**src/rtl/core/bss_pkg.sv**
```systemverilog
// Shared types, register indexes and constants for the bus switch sequencer.
package bss_pkg;

   localparam int unsigned LevelWidth = 16;
   localparam int unsigned TimeWidth  = 32;
   localparam int unsigned CsrAddrWidth = 3;

   localparam logic [TimeWidth-1:0] RetryTicks = 32'd1000000;

   localparam logic [LevelWidth-1:0] ConnectMinReset = 16'd7000;
   localparam logic [LevelWidth-1:0] PrimaryMaxReset = 16'd7300;
   localparam logic [LevelWidth-1:0] CollapseReset   = 16'd4500;
   localparam logic [LevelWidth-1:0] CodeReset       = 16'd0;

   typedef enum logic [2:0] {
      CMD_NONE       = 3'd0,
      CMD_CLEAR      = 3'd1,
      CMD_CONNECT    = 3'd2,
      CMD_DISCONNECT = 3'd3,
      CMD_ENABLE     = 3'd4,
      CMD_DISABLE    = 3'd5
   } cmd_type;

   typedef enum logic [CsrAddrWidth-1:0] {
      REG_CONNECT_MIN     = 3'd0,
      REG_PRIMARY_MAX     = 3'd1,
      REG_COLLAPSE        = 3'd2,
      REG_CODE_CLEAR      = 3'd3,
      REG_CODE_CONNECT    = 3'd4,
      REG_CODE_DISCONNECT = 3'd5,
      REG_CODE_ENABLE     = 3'd6,
      REG_CODE_DISABLE    = 3'd7
   } reg_index_type;

   typedef enum logic [1:0] {
      REFUSE_NONE        = 2'd0,
      REFUSE_LOCAL_LOW   = 2'd1,
      REFUSE_PRIMARY_HIGH = 2'd2,
      REFUSE_OVERCURRENT = 2'd3
   } refuse_type;

   typedef struct packed {
      logic [TimeWidth-1:0]  now_time;
      logic [LevelWidth-1:0] primary_level;
      logic [LevelWidth-1:0] local_level;
      logic [LevelWidth-1:0] signal_code;
      logic [2:0]            cmd;
   } req_fields_type;

   typedef struct packed {
      refuse_type refuse_reason;
      logic       cmd_accepted;
      logic       retry_active;
      logic       enable_drive;
      logic       connect_drive;
   } rsp_fields_type;

   // True once now has reached the deadline, allowing for wrap of the tick counter.
   function automatic logic time_reached(input logic [TimeWidth-1:0] now,
                                         input logic [TimeWidth-1:0] deadline);
      logic [TimeWidth-1:0] diff;
      diff = now - deadline;
      return ~diff[TimeWidth-1];
   endfunction

endpackage

```
**src/rtl/core/bus_switch_sequencer.sv**
```systemverilog
// Bus switch sequencer: command, fault and switch steps of one poll round per request.
// Each request is one complete poll round and is processed combinationally: the
// command, fault and switch steps are evaluated together and their outcome is captured in
// the result register and the sequencer state at the same edge. A new request is taken every
// cycle while the result channel keeps up; the result is registered and shows in the next
// cycle; a waiting result stalls the request channel only if it is not taken in that cycle.
module bus_switch_sequencer
   import bss_pkg::*;
(
   input  logic        clock,
   input  logic        reset,
   // Request tdata, lowest bit first: cmd[2:0], signal_code[18:3], local_level[34:19],
   // primary_level[50:35], now_time[82:51], zero padding[87:83].
   input  logic        req_tvalid,
   output logic        req_tready,
   input  logic [87:0] req_tdata,
   // Result tdata, lowest bit first: connect_drive[0], enable_drive[1], retry_active[2],
   // cmd_accepted[3], refuse_reason[5:4], zero padding[7:6].
   output logic        rsp_tvalid,
   input  logic        rsp_tready,
   output logic [7:0]  rsp_tdata,
   input  logic        csr_wen,
   input  logic [CsrAddrWidth-1:0] csr_addr,
   input  logic [LevelWidth-1:0]   csr_wdata
);

   logic [LevelWidth-1:0] connect_min_ff, primary_max_ff, collapse_ff;
   logic [LevelWidth-1:0] code_clear_ff, code_connect_ff, code_disconnect_ff;
   logic [LevelWidth-1:0] code_enable_ff, code_disable_ff;

   logic                  want_connect_ff, want_connect_in;
   logic                  want_enable_ff, want_enable_in;
   logic                  in_retry_ff, in_retry_in;
   logic [TimeWidth-1:0]  deadline_ff, deadline_in;
   logic                  switch_closed_ff, switch_closed_in;

   logic                  rsp_valid_ff;
   rsp_fields_type        rsp_data_ff, rsp_data_in;

   req_fields_type        req;
   logic                  accept;
   logic                  code_ok;
   logic                  accepted;
   logic                  wc_cmd, we_cmd, retry_cmd;
   logic                  fault;
   logic                  retry_flt, closed_flt;
   logic [TimeWidth-1:0]  deadline_flt;
   logic [TimeWidth-1:0]  restart_deadline;
   refuse_type            reason;

   assign req        = req_fields_type'(req_tdata[82:0]);
   assign req_tready = ~rsp_valid_ff | rsp_tready;
   assign accept     = req_tvalid & req_tready;
   assign rsp_tvalid = rsp_valid_ff;
   assign rsp_tdata  = {2'b00, rsp_data_ff};

   assign restart_deadline = req.now_time + RetryTicks;

   always_comb begin
      unique case (req.cmd)
         CMD_CLEAR:      code_ok = (req.signal_code == code_clear_ff);
         CMD_CONNECT:    code_ok = (req.signal_code == code_connect_ff);
         CMD_DISCONNECT: code_ok = (req.signal_code == code_disconnect_ff);
         CMD_ENABLE:     code_ok = (req.signal_code == code_enable_ff);
         CMD_DISABLE:    code_ok = (req.signal_code == code_disable_ff);
         default:        code_ok = 1'b0;
      endcase
      accepted = code_ok;

      wc_cmd    = want_connect_ff;
      we_cmd    = want_enable_ff;
      retry_cmd = in_retry_ff;
      if (accepted) begin
         unique case (req.cmd)
            CMD_CLEAR: begin
               retry_cmd = 1'b0;
            end
            CMD_CONNECT: begin
               if (want_enable_ff) begin
                  wc_cmd = 1'b1;
               end
            end
            CMD_DISCONNECT: begin
               wc_cmd    = 1'b0;
               retry_cmd = 1'b0;
            end
            CMD_ENABLE: begin
               we_cmd = 1'b1;
            end
            default: begin
               we_cmd = 1'b0;
               wc_cmd = 1'b0;
            end
         endcase
      end

      fault        = wc_cmd & (req.local_level < collapse_ff);
      retry_flt    = retry_cmd | fault;
      closed_flt   = (fault & ~retry_cmd) ? 1'b0 : switch_closed_ff;
      deadline_flt = fault ? restart_deadline : deadline_ff;
      reason       = fault ? REFUSE_OVERCURRENT : REFUSE_NONE;

      in_retry_in      = retry_flt;
      deadline_in      = deadline_flt;
      switch_closed_in = closed_flt;
      if (closed_flt != wc_cmd) begin
         if (wc_cmd) begin
            priority if (req.local_level < connect_min_ff) begin
               in_retry_in      = 1'b1;
               deadline_in      = restart_deadline;
               switch_closed_in = 1'b0;
               if (!fault) begin
                  reason = REFUSE_LOCAL_LOW;
               end
            end else if (req.primary_level > primary_max_ff) begin
               in_retry_in      = 1'b1;
               deadline_in      = restart_deadline;
               switch_closed_in = 1'b0;
               if (!fault) begin
                  reason = REFUSE_PRIMARY_HIGH;
               end
            end else if (!retry_flt || time_reached(req.now_time, deadline_flt)) begin
               in_retry_in      = 1'b0;
               switch_closed_in = 1'b1;
            end
         end else begin
            switch_closed_in = 1'b0;
         end
      end

      want_connect_in = wc_cmd;
      want_enable_in  = we_cmd;

      rsp_data_in.connect_drive = switch_closed_in;
      rsp_data_in.enable_drive  = we_cmd;
      rsp_data_in.retry_active  = in_retry_in;
      rsp_data_in.cmd_accepted  = accepted;
      rsp_data_in.refuse_reason = reason;
   end

   always_ff @(posedge clock) begin
      if (reset) begin
         connect_min_ff     <= ConnectMinReset;
         primary_max_ff     <= PrimaryMaxReset;
         collapse_ff        <= CollapseReset;
         code_clear_ff      <= CodeReset;
         code_connect_ff    <= CodeReset;
         code_disconnect_ff <= CodeReset;
         code_enable_ff     <= CodeReset;
         code_disable_ff    <= CodeReset;
      end else if (csr_wen) begin
         unique case (reg_index_type'(csr_addr))
            REG_CONNECT_MIN:     connect_min_ff     <= csr_wdata;
            REG_PRIMARY_MAX:     primary_max_ff     <= csr_wdata;
            REG_COLLAPSE:        collapse_ff        <= csr_wdata;
            REG_CODE_CLEAR:      code_clear_ff      <= csr_wdata;
            REG_CODE_CONNECT:    code_connect_ff    <= csr_wdata;
            REG_CODE_DISCONNECT: code_disconnect_ff <= csr_wdata;
            REG_CODE_ENABLE:     code_enable_ff     <= csr_wdata;
            default:             code_disable_ff    <= csr_wdata;
         endcase
      end
   end

   always_ff @(posedge clock) begin
      if (reset) begin
         want_connect_ff  <= 1'b0;
         want_enable_ff   <= 1'b0;
         in_retry_ff      <= 1'b0;
         deadline_ff      <= '0;
         switch_closed_ff <= 1'b0;
         rsp_valid_ff     <= 1'b0;
      end else begin
         if (accept) begin
            want_connect_ff  <= want_connect_in;
            want_enable_ff   <= want_enable_in;
            in_retry_ff      <= in_retry_in;
            deadline_ff      <= deadline_in;
            switch_closed_ff <= switch_closed_in;
            rsp_valid_ff     <= 1'b1;
         end else if (rsp_tready) begin
            rsp_valid_ff <= 1'b0;
         end
      end
   end

   always_ff @(posedge clock) begin
      if (accept) begin
         rsp_data_ff <= rsp_data_in;
      end
   end

endmodule
```
**config.mk**
```make
export PLATFORM = sky130hd
export DESIGN_NAME = bus_switch_sequencer
export DESIGN_NICKNAME = d
export VERILOG_FILES = /design/src/rtl/core/bss_pkg.sv /design/src/rtl/core/bus_switch_sequencer.sv
export SDC_FILE = /design/constraint.sdc
export NUM_CORES = 1
export LEC_CHECK = 0
export ABC_AREA = 1
export BUFFER_PORTS_ARGS = -buffer_cell sky130_fd_sc_hd__buf_2
export CAP_MARGIN = 0
export CORE_MARGIN = 3
export CORE_UTILIZATION = 59
export DETAILED_ROUTE_END_ITERATION = 6
export PLACE_DENSITY = 0.91
export SETUP_SLACK_MARGIN = 0.3
export SYNTH_ARGS = -nofsm -noshare
export SYNTH_HDL_FRONTEND = slang
export SYNTH_SLANG_ARGS = --single-unit
```
**constraint.sdc**
```tcl
create_clock -name clock -period 5.3 [get_ports clock]
set_input_delay 0.795 -clock clock [delete_from_list [all_inputs] [get_ports clock]]
set_output_delay 0.795 -clock clock [all_outputs]
set_load 0.01 [all_outputs]
```
==> impl_metrics.yaml <==
critical_path:
  timing.rr.start: "collapse_ff[1]$_SDFFE_PP0P_"
  critPathLaunchType: "input port"
  rr_worst_depth: 25
  cp.arrival_ns: 4.93
  crit_type: "in -> reg"
  end_kind: "flip-flop"
  critPathTopFamily: "simple AND/OR/NAND/NOR gates"
  critPathSlowestCell: "or4_1"
  slowest_delay_ns: 0.51
  critPathBufInv: 3
  rrSetupSlack_ns: 1.06
  cpMostUsedCell: "nand2_1"
  cp_max_fo: 36
  required_ns: 5.48
  timing.rr.end: "rsp_tdata[2]$_DFFE_PP_"
drt:
  drtIter0Drc: 1281
  vias: 10300
  first_pass_iters: 5
  routed_via_density: 5.86
  wl_mm: 28.1
  route.detailed.wl_per_inst_um: 15.9
  ant_nets: 0
  drc: 0
logic_synthesis:
  syn_area_mm2: 0.00996
  ys_types: 46
  synth.area.top_cells: "dfxtp_1 (33%), nand2_1 (11%), ha_1 (9.7%)"
  ys_ff_latch: 171
  async_reset_ff_share_pct: 0
  synth-seq-area-share_pct: 35.0
  syn_avg_cell_area_um2: 6.87
  yosysTopAreaCell: "dfxtp_1"
  syn_inst: 1449
  synth_top_area_share_pct: 33.2
  synth_ff_type: "dfxtp_1"
  synth-edff-count: 6
  yosys_warnings: 0
run:
  maxCapViolCount: 0
die:
  die_y_um: 136
  coreArea_mm2: 0.0162
  die_w_um: 136
  start_util_pct: 61.6
  rows: 46
  top_level_ports: 122
  die_area_mm2: 0.0185
sta:
  fin_worst_skew_ns: 0.0122
  worst_slew_pin_slew_ns: 1.04
  clock.fmax_ghz: 0.211
  final.min_clock_period_ns: 4.75
  rsz0062_at_grt: "false"
  relSlewSlack_pct: 30.6
  finalWorstSetupSlack_ns: 0.551
  slew_violations: 0
  finalSetupTns_ns: 0
  setup_viol: 0
  hold_viol_final: 0
  min_period_over_period_pct: 89.6
clock_network:
  postCtsHoldBufs: 0
  clkSlewWorstSetupHoldPaths_ns: 0.07
  clock_latency_ns: 0.44
  clk_path_buf_depth: 2
  post_cts_buffers: 0
  cts_resized: 0
  cts_tree: "done"
  htreeDepth: 4
  cts-root-buf: "clkbuf_16"
  cts_inserted_buffers: 17
  cts.sinks: 171
pwr:
  p_comb_share_pct: 17.3
  peakVddDrop_mv: 0.274
  p_seq_share_pct: 43.8
  swShare_pct: 29.4
  p_leak_nw: 5.28
  p_clk_share_pct: 38.8
  power_density_mw_per_mm2: 278
  switchingPower_mw: 0.921
  internal_power_mw: 2.21
placed_design:
  pre_cts_slack_ns: 0.0474
  hpwl_mm: 19.1
  place.gp.congestion: 0.918
  portBuffers: 114
  placed_area_mm2: 0.0107
grt:
  grt_pass1_vias: 9731
  grtUsageTotal_pct: 30.3
  grt_max_degree: 59
  antenna_found_initial: 2
  grt_overflow: 0
  grt_pass1_wl_mm: 45.3
min_path:
  hold_path.class: "reg -> reg"
  min_from: "code_disable_ff[5]$_SDFFE_PP0P_"
  hold_path_depth: 2
  whs_endpoint: "code_disable_ff[5]$_SDFFE_PP0P_"
cells_and_area:
  nets: 1725
  num_antenna_cells: 0
  fin_util_pct: 69.8
  largest_reg_flops: 32
  drive_above_1_share_pct: 12.3
  n_fill_cell: 1227
  fin_area_mm2: 0.0113
  syn2layout_area_growth_pct: 13.3
  regMostFlops: "deadline_ff"
run_status:
  outcome: "finished, final reports clean"
## worst min-delay path: cells and delay by family (launching register included)
family	cells	cell delay [ns]
DFF	1	0.30
buffers and inverters	1	0.06
AOI/OAI and AO/OA	1	0.05
## power groups by stage
stage | Clock [mW] | Sequential, mW | Combinational (mW)
after floorplan | 0 | 1.40 | 0.349
after detailed placement | 0 | 1.40 | 0.518
after global placement | 0 | 1.40 | 0.495
after global routing | 1.27 | 1.38 | 0.608
final | 1.22 | 1.37 | 0.544
after CTS | 1.22 | 1.37 | 0.527
## worst max path at each step
stage             startpoint                       end  slack [ns]  cells after the start
6_report        req_tdata[2]    rsp_tdata[2]$_DFFE_PP_        0.55                     28
4_1_cts         req_tdata[1]    rsp_tdata[2]$_DFFE_PP_        0.40                     27
2_1_floorplan   req_tdata[2]    rsp_tdata[2]$_DFFE_PP_        0.75                     31
5_1_grt        req_tdata[57]  in_retry_ff$_SDFFE_PP0P_        0.31                     30
3_3_place_gp    req_tdata[1]    rsp_tdata[2]$_DFFE_PP_        0.18                     27
3_5_place_dp    req_tdata[1]    rsp_tdata[2]$_DFFE_PP_        0.05                     27
## cell usage in the layout, fill, tap and decap left out, types with 3 or more instances in the layout
| cell | instances |
|---|---|
| nor2_2 | 5 |
| clkinv_1 | 3 |
| a31oi_1 | 4 |
| inv_1 | 135 |
| o21a_1 | 3 |
| inv_2 | 4 |
| a211oi_1 | 7 |
| o21ai_0 | 145 |
| nand3_2 | 3 |
| mux2i_1 | 6 |
| edfxtp_1 | 6 |
| xnor2_1 | 5 |
| nand2_1 | 290 |
| o21ai_1 | 6 |
| nor4_1 | 4 |
| xor2_1 | 18 |
| buf_4 | 21 |
| ha_1 | 77 |
| nand4_1 | 24 |
| nand3_1 | 98 |
| a21oi_1 | 115 |
| nor2_1 | 197 |
| clkbuf_16 | 18 |
| o211ai_1 | 25 |
| nor3_1 | 8 |
| inv_6 | 4 |
| clkbuf_8 | 3 |
| buf_2 | 114 |
| nor2_4 | 3 |
| dfxtp_1 | 165 |
## kinds of logic after synthesis
kind of cell	after synthesis	synth area share (%)
AO/OA/AOI/OAI	317	17.2
XOR/XNOR	24	2.11
adder cells (fa/ha/maj)	77	9.67
buffers and inverters	212	8.44
flip-flops	171	35.0
multiplexers	6	0.603
other	1	0.0377
AND/OR/NAND/NOR	641	27.0
## synth_stat cells, types with 2 or more instances
cell type / count
o211ai_1: 25
ha_1: 77
nand3_2: 3
clkbuf_1: 48
o21ai_0: 147
nand4_1: 24
o21ai_1: 4
a2111oi_0: 2
nand2_1: 290
nor2_4: 3
mux2i_1: 6
nor2_1: 199
inv_2: 4
dfxtp_1: 165
nor2_2: 2
a31oi_1: 5
buf_4: 3
a211oi_1: 7
nor3b_1: 2
xor2_1: 19
nand3_1: 98
nand3b_1: 2
a21oi_1: 116
nor3_1: 9
or3_1: 2
inv_1: 136
o31ai_1: 2
buf_6: 3
buf_1: 6
edfxtp_1: 6
buf_2: 8
nor4_1: 4
o21a_1: 3
clkinv_1: 3
xnor2_1: 5
## cell type report
class	count	area, um^2	share of cell area (%)
Timing Repair Buffer	135	728	6.45
Clock inverter	10	78.8	0.698
Inverter	143	549	4.87
Sequential cell	171	3480	30.9
Multi-Input combinational cell	1068	5680	50.4
Tap cell	216	270	2.39
Clock buffer	21	492	4.36
## routing by layer
layer / vias up / global-route usage, % / wire length (um)
met5: - / 0 / 13
met4: 2 / 14.4 / 1050
met3: 101 / 5.59 / 2470
met2: 513 / 49.0 / 13000
met1: 4745 / 39.3 / 11500
li1: 4975 / - / -
## per-stage QoR
stage	hold slack [ns]	std cells	total power, mW
2_1_floorplan	0.424	1450	1.75
3_3_place_gp	0.435	1732	1.90
3_5_place_dp	0.442	1732	1.92
4_1_cts	0.451	1763	3.12
5_1_grt	0.474	1764	3.26
6_report	0.455	1764	3.13
Power figures use the tool's default switching activity.
